## config.mk

```make
export PLATFORM = sky130hd
export DESIGN_NAME = stereo_serial_audio_capture_fifo_unit
export DESIGN_NICKNAME = d
export VERILOG_FILES = /design/src/rtl/ssacf_pkg.sv /design/src/rtl/stereo_serial_audio_capture_fifo_unit.sv /design/src/rtl/ssacf_deser.sv
export SDC_FILE = /design/constraint.sdc
export NUM_CORES = 2
export LEC_CHECK = 0
export BUFFER_PORTS_ARGS = -buffer_cell sky130_fd_sc_hd__buf_2
export CAP_MARGIN = 10
export CORE_MARGIN = 1
export CORE_UTILIZATION = 53
export DETAILED_ROUTE_END_ITERATION = 16
export PLACE_DENSITY = 0.68
export SYNTH_ARGS = -nofsm -noshare
export SYNTH_HDL_FRONTEND = slang
export SYNTH_HIERARCHICAL = 1
export SYNTH_MEMORY_MAX_BITS = 65536
export SYNTH_SLANG_ARGS = --single-unit
```

## constraint.sdc

```tcl
create_clock -name aclk -period 9 [get_ports aclk]
set_clock_uncertainty 0.2 [all_clocks]
set_input_delay 0.45 -clock aclk [delete_from_list [all_inputs] [get_ports aclk]]
set_output_delay 0.45 -clock aclk [all_outputs]
set_load 0.02 [all_outputs]
```

## src/rtl/ssacf_pkg.sv

```systemverilog
// shared types and constants for the stereo serial audio capture fifo
// no dependencies; imported by every module of the block
`timescale 1ns / 1ps
`default_nettype none

package ssacf_pkg;

    localparam int FIFO_DEPTH   = 512;
    localparam int FRAME_BITS   = 28;
    localparam int ADDR_W       = $clog2(FIFO_DEPTH);
    localparam int PHASE_W      = $clog2(FRAME_BITS);
    localparam int SAMPLE_W     = 24;
    localparam int SAMPLE_LSB   = 2;
    localparam int FRAME_BYTES  = 2 * SAMPLE_W / 8;
    localparam int PEND_W       = $clog2(FRAME_BYTES + 1);
    localparam int LIMIT_W      = 9;
    localparam int LEFT_BIT     = 6;
    localparam int RIGHT_BIT    = 7;

    localparam logic [LIMIT_W-1:0] LIMIT_RESET = LIMIT_W'(258);

    typedef enum logic [1:0] {
        ACT_SAMPLE  = 2'd0,
        ACT_READ    = 2'd1,
        ACT_RESTART = 2'd2
    } action_t;

    typedef enum logic {
        CFG_ENABLE = 1'b0,
        CFG_LIMIT  = 1'b1
    } cfg_index_t;

    // one finished stereo frame from the deserializer
    typedef struct packed {
        logic                    done;
        logic [2*SAMPLE_W-1:0]   word;   // right sample high, left sample low
    } frame_t;

    typedef struct packed {
        logic [7:0] data;
        logic       valid;
        logic       last;
    } out_item_t;

    function automatic logic [ADDR_W-1:0] next_index(input logic [ADDR_W-1:0] i);
        next_index = (i == ADDR_W'(FIFO_DEPTH - 1)) ? '0 : i + 1'b1;
    endfunction

endpackage

`default_nettype wire

```

## src/rtl/stereo_serial_audio_capture_fifo_unit.sv

```systemverilog
// stereo serial audio capture with an overwrite byte ring fifo (top level)
// depends on ssacf_pkg and ssacf_deser
//
// Usage: each input item carries an action in s_tuser and a port byte in s_tdata.
// A port sample shifts bit 6 into the left frame and bit 7 into the right frame;
// every 28th sample ends a frame and six bytes (left low..high, right low..high)
// go into a 512-byte ring. A full ring drops its oldest byte. A read item returns
// one result on the m_ channel: the byte, a valid flag in m_tuser and the packet
// end in m_tlast (an empty ring gives valid 0, last 1). A restart clears pointers,
// bit phase and packet count. Registers are written through the cfg_ channel:
// index 0 capture enable, index 1 packet limit.
// Throughput: one item per cycle while s_tready is high. The six bytes of a frame are
// written one after another after its last sample through the single memory write
// port; samples keep flowing then, but a read waits until those writes are done. A
// read result shows on m_tvalid once it has passed the memory read register and then
// a two-entry output queue. When the receiver stalls the queue fills and s_tready
// drops for reads only. After aresetn the ring is empty, capture is off and the
// packet limit is 258; no clearing pass is needed.
`timescale 1ns / 1ps
`default_nettype none

module stereo_serial_audio_capture_fifo_unit
    import ssacf_pkg::*;
(
    input  wire logic                aclk,
    input  wire logic                aresetn,
    // input item
    input  wire logic                s_tvalid,
    output logic                     s_tready,
    input  wire logic [7:0]          s_tdata,   // port_bits
    input  wire logic [1:0]          s_tuser,   // action
    // result item
    output logic                     m_tvalid,
    input  wire logic                m_tready,
    output logic [7:0]               m_tdata,   // data_byte
    output logic                     m_tuser,   // byte_valid
    output logic                     m_tlast,   // packet_last
    // register writes
    input  wire logic                cfg_valid,
    output logic                     cfg_ready,
    input  wire logic                cfg_index,
    input  wire logic [LIMIT_W-1:0]  cfg_data
);

    action_t               act;
    logic                  in_fire, do_sample, do_read, do_restart;
    logic                  read_ok, drain, pop;
    frame_t                frame;

    logic                  enable_reg;
    logic [LIMIT_W-1:0]    limit_reg;

    logic [ADDR_W-1:0]     wr_reg, wr_next;
    logic [ADDR_W-1:0]     rd_reg, rd_next;
    logic [ADDR_W-1:0]     wr_inc, rd_inc;
    logic [LIMIT_W-1:0]    pkt_reg, pkt_next, pkt_inc;
    logic [PEND_W-1:0]     pend_reg, pend_next;
    logic [2*SAMPLE_W-1:0] stage_reg, stage_next;
    logic                  hit, last;

    logic [7:0]            mem [FIFO_DEPTH];
    logic [7:0]            rdata_reg;

    logic                  p1_reg;
    logic                  p1_hit_reg, p1_last_reg;

    out_item_t             oq [2];
    logic                  oq_wp_reg, oq_rp_reg;
    logic [1:0]            occ_reg, occ_next;
    out_item_t             oq_in;

    assign act       = action_t'(s_tuser);
    assign cfg_ready = 1'b1;
    assign drain     = (pend_reg != '0);
    assign pop       = m_tvalid && m_tready;
    // room for one more result counting the read in flight
    assign read_ok   = !drain && (((2'(occ_reg) + 2'(p1_reg)) < 2'd2) || pop);
    assign s_tready  = (act != ACT_READ) || read_ok;
    assign in_fire   = s_tvalid && s_tready;
    assign do_sample  = in_fire && (act == ACT_SAMPLE) && enable_reg;
    assign do_read    = in_fire && (act == ACT_READ);
    assign do_restart = in_fire && (act == ACT_RESTART);

    ssacf_deser u_deser (
        .aclk      (aclk),
        .aresetn   (aresetn),
        .sample_en (do_sample),
        .clear     (do_restart),
        .port_bits (s_tdata),
        .frame     (frame)
    );

    always_ff @(posedge aclk) begin
        if (!aresetn) begin
            enable_reg <= 1'b0;
            limit_reg  <= LIMIT_RESET;
        end else if (cfg_valid && cfg_ready) begin
            unique case (cfg_index_t'(cfg_index))
                CFG_ENABLE: enable_reg <= cfg_data[0];
                CFG_LIMIT:  limit_reg  <= cfg_data;
                default:    ;
            endcase
        end
    end

    // pointer, packet and drain bookkeeping
    always_comb begin
        wr_inc     = next_index(wr_reg);
        rd_inc     = next_index(rd_reg);
        wr_next    = wr_reg;
        rd_next    = rd_reg;
        pkt_next   = pkt_reg;
        pend_next  = pend_reg;
        stage_next = stage_reg;
        hit        = (rd_reg != wr_reg);
        pkt_inc    = pkt_reg + 1'b1;
        last       = 1'b1;
        if (hit) begin
            last = (pkt_inc >= limit_reg) || (rd_inc == wr_reg);
        end
        priority if (do_restart) begin
            wr_next   = '0;
            rd_next   = '0;
            pkt_next  = '0;
            pend_next = '0;
        end else if (drain) begin
            wr_next    = wr_inc;
            // full ring: drop the oldest byte
            rd_next    = (wr_inc == rd_reg) ? rd_inc : rd_reg;
            pend_next  = pend_reg - 1'b1;
            stage_next = stage_reg >> 8;
        end else if (do_read) begin
            if (hit) begin
                rd_next = rd_inc;
            end
            pkt_next = last ? '0 : pkt_inc;
        end
        if (frame.done) begin
            pend_next  = PEND_W'(FRAME_BYTES);
            stage_next = frame.word;
        end
    end

    always_ff @(posedge aclk) begin
        if (!aresetn) begin
            wr_reg   <= '0;
            rd_reg   <= '0;
            pkt_reg  <= '0;
            pend_reg <= '0;
        end else begin
            wr_reg   <= wr_next;
            rd_reg   <= rd_next;
            pkt_reg  <= pkt_next;
            pend_reg <= pend_next;
        end
    end

    always_ff @(posedge aclk) begin
        stage_reg <= stage_next;
    end

    // byte ring: one write port, one registered read port
    always_ff @(posedge aclk) begin
        if (drain && !do_restart) begin
            mem[wr_reg] <= stage_reg[7:0];
        end
        if (do_read) begin
            rdata_reg <= mem[rd_reg];
        end
    end

    always_ff @(posedge aclk) begin
        if (!aresetn) begin
            p1_reg <= 1'b0;
        end else begin
            p1_reg <= do_read;
        end
    end

    always_ff @(posedge aclk) begin
        if (do_read) begin
            p1_hit_reg  <= hit;
            p1_last_reg <= last;
        end
    end

    // two-entry output queue
    always_comb begin
        oq_in.data  = p1_hit_reg ? rdata_reg : 8'd0;
        oq_in.valid = p1_hit_reg;
        oq_in.last  = p1_last_reg;
        occ_next    = occ_reg + 2'(p1_reg) - 2'(pop);
    end

    always_ff @(posedge aclk) begin
        if (!aresetn) begin
            oq_wp_reg <= 1'b0;
            oq_rp_reg <= 1'b0;
            occ_reg   <= '0;
        end else begin
            if (p1_reg) begin
                oq_wp_reg <= ~oq_wp_reg;
            end
            if (pop) begin
                oq_rp_reg <= ~oq_rp_reg;
            end
            occ_reg <= occ_next;
        end
    end

    always_ff @(posedge aclk) begin
        if (p1_reg) begin
            oq[oq_wp_reg] <= oq_in;
        end
    end

    assign m_tvalid = (occ_reg != '0);
    assign m_tdata  = oq[oq_rp_reg].data;
    assign m_tuser  = oq[oq_rp_reg].valid;
    assign m_tlast  = oq[oq_rp_reg].last;

    // output queue never holds more than two items
    a_occ_bound: assert property (@(posedge aclk) disable iff (!aresetn)
        occ_reg <= 2'd2)
        else $error("output queue overflow");

    // a read is never accepted while frame bytes are still being written
    a_read_after_drain: assert property (@(posedge aclk) disable iff (!aresetn)
        do_read |-> (pend_reg == '0))
        else $error("read accepted during drain");

    // a new frame never lands on an unfinished drain
    a_frame_spacing: assert property (@(posedge aclk) disable iff (!aresetn)
        frame.done |-> (pend_reg == '0))
        else $error("frame finished while drain pending");

    // an empty-ring result is a zero byte that ends the packet
    a_empty_result: assert property (@(posedge aclk) disable iff (!aresetn)
        (m_tvalid && !m_tuser) |-> (m_tlast && (m_tdata == 8'd0)))
        else $error("bad empty read result");

endmodule

`default_nettype wire

```

## src/rtl/ssacf_deser.sv

```systemverilog
// serial audio deserializer: left and right frame shift registers and bit phase
// depends on ssacf_pkg
`timescale 1ns / 1ps
`default_nettype none

module ssacf_deser
    import ssacf_pkg::*;
(
    input  wire logic        aclk,
    input  wire logic        aresetn,
    input  wire logic        sample_en,
    input  wire logic        clear,
    input  wire logic [7:0]  port_bits,
    output frame_t           frame
);

    logic [FRAME_BITS-1:0] left_reg,  left_next;
    logic [FRAME_BITS-1:0] right_reg, right_next;
    logic [PHASE_W-1:0]    phase_reg, phase_next;
    logic                  wrap;

    always_comb begin
        left_next  = {left_reg[FRAME_BITS-2:0],  port_bits[LEFT_BIT]};
        right_next = {right_reg[FRAME_BITS-2:0], port_bits[RIGHT_BIT]};
        wrap       = (phase_reg == PHASE_W'(FRAME_BITS - 1));
        phase_next = wrap ? '0 : phase_reg + 1'b1;
        frame.done = sample_en && wrap;
        frame.word = {right_next[SAMPLE_LSB+SAMPLE_W-1:SAMPLE_LSB],
                      left_next[SAMPLE_LSB+SAMPLE_W-1:SAMPLE_LSB]};
    end

    always_ff @(posedge aclk) begin
        if (!aresetn || clear) begin
            left_reg  <= '0;
            right_reg <= '0;
            phase_reg <= '0;
        end else if (sample_en) begin
            left_reg  <= left_next;
            right_reg <= right_next;
            phase_reg <= phase_next;
        end
    end

endmodule

`default_nettype wire

```

# Word level (Yosys, flattened, before mapping)
# Memories as Yosys holds them, arrays and structs flattened. A register that Yosys moved wholly into a read port is not among the register bits.
# Cells that the tools add are included.
totals:
  register_bits: 150
  mem_bits_rw: 4116
  out_inout_bits: 13
  n_memories: 2
mem_list:
  columns: ["name", "words", "word_bits", "rd", "rd_clocked_by_memory_dff", "wr", "line", "rtl"]
  rows:
  - ["mem", 512, 8, 1, 1, 1, "stereo_serial_audio_capture_fifo_unit.sv:61", "logic [7:0] mem [FIFO_DEPTH];"]
  - ["oq", 2, 10, 1, 1, 1, "stereo_serial_audio_capture_fifo_unit.sv:67", "out_item_t oq [2];"]
classes:
  add_sub_neg: 7
  order_cmp: 2
  eq_ne: 11
  mux: 22
  bitwise_logic: 5
  reduce_logical: 30
op_table:
  columns: ["cell", "count"]
  rows:
  - ["48-bit two-way mux", 3]
  - ["9-bit two-way mux", 7]
  - ["9-bit by 1-bit adder with 9-bit output, second input constant", 3]
  - ["9-bit equality test", 2]
  - ["9-bit equality test, second input constant", 2]
  - ["9-bit greater-or-equal comparator", 1]
  - ["1-bit logical AND", 9]
  - ["3-bit two-way mux", 3]
  - ["9-bit != test", 1]
  - ["8-bit two-way mux", 1]
  - ["2-bit AND reduction", 4]
  - ["2-bit nonzero test", 4]
  - ["1-bit two-way mux", 7]
  - ["2-bit by 1-bit != test with 1-bit output, second input constant", 3]
  - ["3-bit nonzero test", 2]
  - ["5-bit by 1-bit adder with 5-bit output, second input constant", 1]
  - ["5-bit equality test, second input constant", 1]
  - ["5-bit two-way mux", 1]
  - ["1-bit NOT", 5]
  - ["1-bit logical OR", 4]
  - ["1-bit zero test", 3]
  - ["3-bit AND reduction", 1]
  - ["3-bit OR reduction", 1]
  - ["3-bit by 1-bit subtractor with 3-bit output, second input constant", 1]
  - ["other kinds (7)", 7]

# Longest topological paths before layout
logic_depth:
  word_depth: 11
  depth_mapped: 14
  mapped_depth_nobuf: 12

# Hierarchy
# Netlist, hierarchy kept.
by_module_without_submodules:
  columns: ["module", "instances", "cells_each", "area_each_um2", "seq_area_each_um2"]
  rows:
  - ["stereo_serial_audio_capture_fifo_unit", 1, 7676, 163926.0, 126261.1]
  - ["ssacf_deser", 1, 234, 2343.5, 1101.1]

# Worst setup path before layout
# OpenSTA, ideal clock, no wires.
synth_path:
  kind: "register to register"
  start: "register stage_reg[0]"
  end: "memory mem[0][0] (data pin)"
  setup_ps: 1435
  t_arrival_ps: 6158
  required_time_ps: 7365
  path_slack_ps: 1207
  path_stages_with_launch: 1
  synth_period_minus_slack_ps: 7793
  path_cell_list: "edfxtp_1"
synth_lines:
  columns: ["element", "line", "rtl"]
  rows:
  - ["start, declared", "stereo_serial_audio_capture_fifo_unit.sv:58", "logic [2*SAMPLE_W-1:0] stage_reg, stage_next;"]
  - ["start signal, assigned", "stereo_serial_audio_capture_fifo_unit.sv:159", "stage_reg <= stage_next;"]
  - ["end, declared", "stereo_serial_audio_capture_fifo_unit.sv:61", null]
# Straight into the memory's write port.

==> key figures <==
Run status
  – Status: finished with violations
  – Failing checks: design-rule violations

GRT
  – Vias in the first global route: 80609
  – Largest net degree at the start of global routing: 227
  – Gr usage total: 25.6%
  – Grt ovf: 0
  – First-pass GRT wire length: 581 mm
  – Initial antenna violation count: 17

Clock tree
  – Clock-pin slew on the worst setup and hold paths: 60 ps
  – Sink Count: 4275
  – Cts bufs inserted: 412
  – Clock root buffer: clkbuf_16
  – CTS tree: built
  – Clk_lat worst skew: 910 ps
  – Post-CTS Resized: 0
  – Bufs on Longest Clock Path: 4
  – Maximum level of the CTS H-tree: 5

Job
  – Number of max-cap violations: 0

Pwr
  – Switching Fraction: 19.1%
  – Power consumption: 38.5 mW
  – P_leak: 54.9 nW
  – Seq pwr share: 55.9%
  – Combinational cell fraction of total power: 0.4%
  – Pint: 31.2 mW
  – VDD IR max: 0.157 mV
  – Pwr/cell area: 209 nW/µm²
  – Switching power: 7.36 mW
  – Clock network power share: 43.8%

Worst setup path
  – Crit path max fanout: 41
  – Required @ worst endpoint: 9460 ps
  – Cell depth of the worst setup path: 10
  – Data arrival, critical path: 6460 ps
  – Setup slack, reg-to-reg: 3000 ps
  – Worst r2r src: rd_reg[0]$_SDFFE_PP0P_
  – Most frequent cell on the critical path: buf_4
  – R2r endpoint: rdata_reg[4]$_DFFE_PP_
  – CP bufs+invs: 2
  – CP endpoint kind: register
  – Kind of critical path: reg2reg
  – Critical Path, Cell by Cell: buf_4 -> buf_4 -> mux4_2 -> a22oi_1 -> nand2_1 -> a32oi_1 -> o221ai_1 -> a311oi_1 -> o311ai_1 -> o31a_1
  – Max incr delay on CP: 1110 ps
  – Reg2Reg Depth: 10
  – Startpoint types: register
  – Critical Path Source: rd_reg[0]$_SDFFE_PP0P_
  – Worst path slowest cell: dfxtp_4
  – Critical Path End: rdata_reg[4]$_DFFE_PP_
  – CP top delay family: compound AO/OA/AOI/OAI gates

STA
  – Final worst-path cycle share: 66.7%
  – Max Slew Vio Count: 0
  – Actual slew at the worst max-slew pin: 1390 ps
  – Hold Vio Cnt, Final: 0
  – Relative slew margins: 7.41%
  – Setup TNS: 0 ps
  – Final setup vio count: 0
  – RSZ-0062 raised after global routing: false
  – Min cycle time layout: 6000 ps
  – Fmax: 167 MHz

Finish
  – Most frequent cells in the layout: edfxtp_1, mux4_2, nor2_1
  – Share of cells above drive strength 1: 22.7%
  – Commonest non-fill, non-tap cell in the layout: edfxtp_1
  – Layout net count: 8052
  – Non-filler cells, final: 12496
  – Area growth, synth to finish: 10.7%
  – Max reg flops: 4096

Hold path
  – Tightest Hold Check Type: in2reg

Floorplan
  – Die Y-Extent: 562 µm
  – Core area: 312000 µm²
  – Starting density of the core: 53.3%
  – I/O pin total: 38
  – Die W: 562 µm
  – Die area: 316000 µm²
  – Row count: 205

Synthesis
  – Flop and latch count out of synthesis: 4275
  – Library cells used by synthesis: 78
  – Synth Area per Inst: 21.0 µm²
  – Post-synth EDFFs: 4174
  – Predominant post-synthesis flop cell: edfxtp_1
  – Syn nets: 7957
  – Cells after synthesis: 7910
  – Register area share after synthesis: 76.6%
  – Synth async-reset ratio: 0%
  – Yosys warnings: 6
  – Cell area after synthesis: 166000 µm²

Placed design
  – GPL Wtd Cong: 0.850
  – Number of port buffers: 30
  – Number of instances in the placed design: 11692
  – Post-DP HPWL: 231 mm

Route
  – DR DRC count: 3
  – DR iter-0 viols: 11214
  – Routed vias/inst: 6.54
  – WL/cell: 32.4 µm
  – Drt total wl: 405 mm
  – Via count: 81768
  – Post-DRT Antenna Nets: 0
  – 1st-pass router iterations: 12
[cells by family after synthesis]
group           synth area share [%]
fa+ha+maj                      0.166
compound gates                  2.99
simple gates                    2.64
xor+xnor                       0.261
flops                           76.6
buf+inv                         1.84
other cells                  0.00226
mux                             15.5
[synth_stat cells (all sizes together), types with 8 or more instances]
master	count	area share (%)
a22oi	154	0.70
xor2	24	0.13
nand3	43	0.13
o211ai	27	0.12
a22o	77	0.41
and2	28	0.11
mux2i	215	1.3
nor4	10	0.038
nor2	646	1.5
ha	22	0.17
nor2b	20	0.075
o31ai	9	0.041
nand2	131	0.30
or3	9	0.034
dfxtp	101	1.2
mux2	54	0.37
a221o	13	0.078
mux4	1022	14
xnor2	23	0.12
nand4	16	0.060
clkbuf	244	0.55
o22ai	39	0.15
nand2b	9	0.034
edfxtp	4174	75
nor3	83	0.25
a21boi	8	0.036
a21oi	99	0.30
a31oi	11	0.041
o21ai	55	0.17
a221oi	128	0.68
inv	27	0.061
and3	8	0.030
buf	300	1.2
[timing repair]
| action | 4_1_cts | 5_1_grt |
|---|---|---|
| hold endpoints to repair | 27 | 0 |
| setup buffers | 0 | 0 |
| hold buffers | 38 | 0 |
[per-layer routing]
| layer | wire length [µm] | vias to the layer above | share of wire, % | global-route usage [%] |
|---|---|---|---|---|
| met5 | 64 | - | 0.016 | 0 |
| met4 | 11000 | 8 | 2.7 | 7.16 |
| met3 | 47400 | 651 | 12 | 6.37 |
| met2 | 188000 | 4880 | 47 | 38.6 |
| met1 | 158000 | 43091 | 39 | 37.5 |
| li1 | - | 33138 | - | - |
[area by class of cell]
cell class	instances	area (µm²)
Clock buffer	519	10900
Timing Repair Buffer	225	2110
Inverter	28	113
Tap cell	4140	5180
Fill cell	21848	128000
Multi-Input combinational cell	3063	36200
Antenna cell	16	40.0
Clock inverter	230	2100
Sequential cell	4275	127000
[power groups by stage]
| stage | sequential [mW] | clock, mW | combinational (mW) |
|---|---|---|---|
| floorplan | 22.0 | 0 | 0.0968 |
| global placement | 22.0 | 0 | 0.127 |
| detailed placement | 22.0 | 0 | 0.129 |
| CTS | 21.5 | 17.0 | 0.141 |
| global route | 21.5 | 17.7 | 0.153 |
| finish | 21.5 | 16.9 | 0.142 |
[worst min-delay path by stage]
| stage | from | to | slack [ps] | cells after the start |
|---|---|---|---|---|
| floorplan | p1_last_reg$_DFFE_PP_ | oq[0][0]$_DFFE_PP_ | 220 | 0 |
| global placement | p1_last_reg$_DFFE_PP_ | oq[0][0]$_DFFE_PP_ | 230 | 0 |
| detailed placement | p1_last_reg$_DFFE_PP_ | oq[0][0]$_DFFE_PP_ | 240 | 0 |
| CTS | s_tuser[0] | pkt_reg[0]$_SDFFE_PP0P_ | 80 | 7 |
| global route | s_tuser[0] | pkt_reg[7]$_SDFFE_PP0P_ | 160 | 6 |
| finish | s_tdata[6] | u_deser/left_reg[0]$_SDFFE_PP0P_ | 140 | 4 |
[worst register-to-register path: stages, from the launching register on]
cell and delay (ps):
dfxtp_4 1110, buf_4 520, buf_4 630, mux4_2 620, a22oi_1 260, nand2_1 150
a32oi_1 570, o221ai_1 570, a311oi_1 750, o311ai_1 210, o31a_1 160
[metrics by stage]
stage | hold slack, ps | instance area [µm²] | setup WS (ps) | util, %
after CTS | 79.9 | 184000 | 3130 | 59.0
after detailed placement | 242 | 171000 | 3170 | 54.7
after floorplan | 221 | 166000 | 1210 | -
final | 142 | 184000 | 3000 | 59.0
after global routing | 157 | 184000 | 2780 | 59.0
after global placement | 234 | 171000 | 3170 | 54.7
Power figures use the tool's default switching activity.
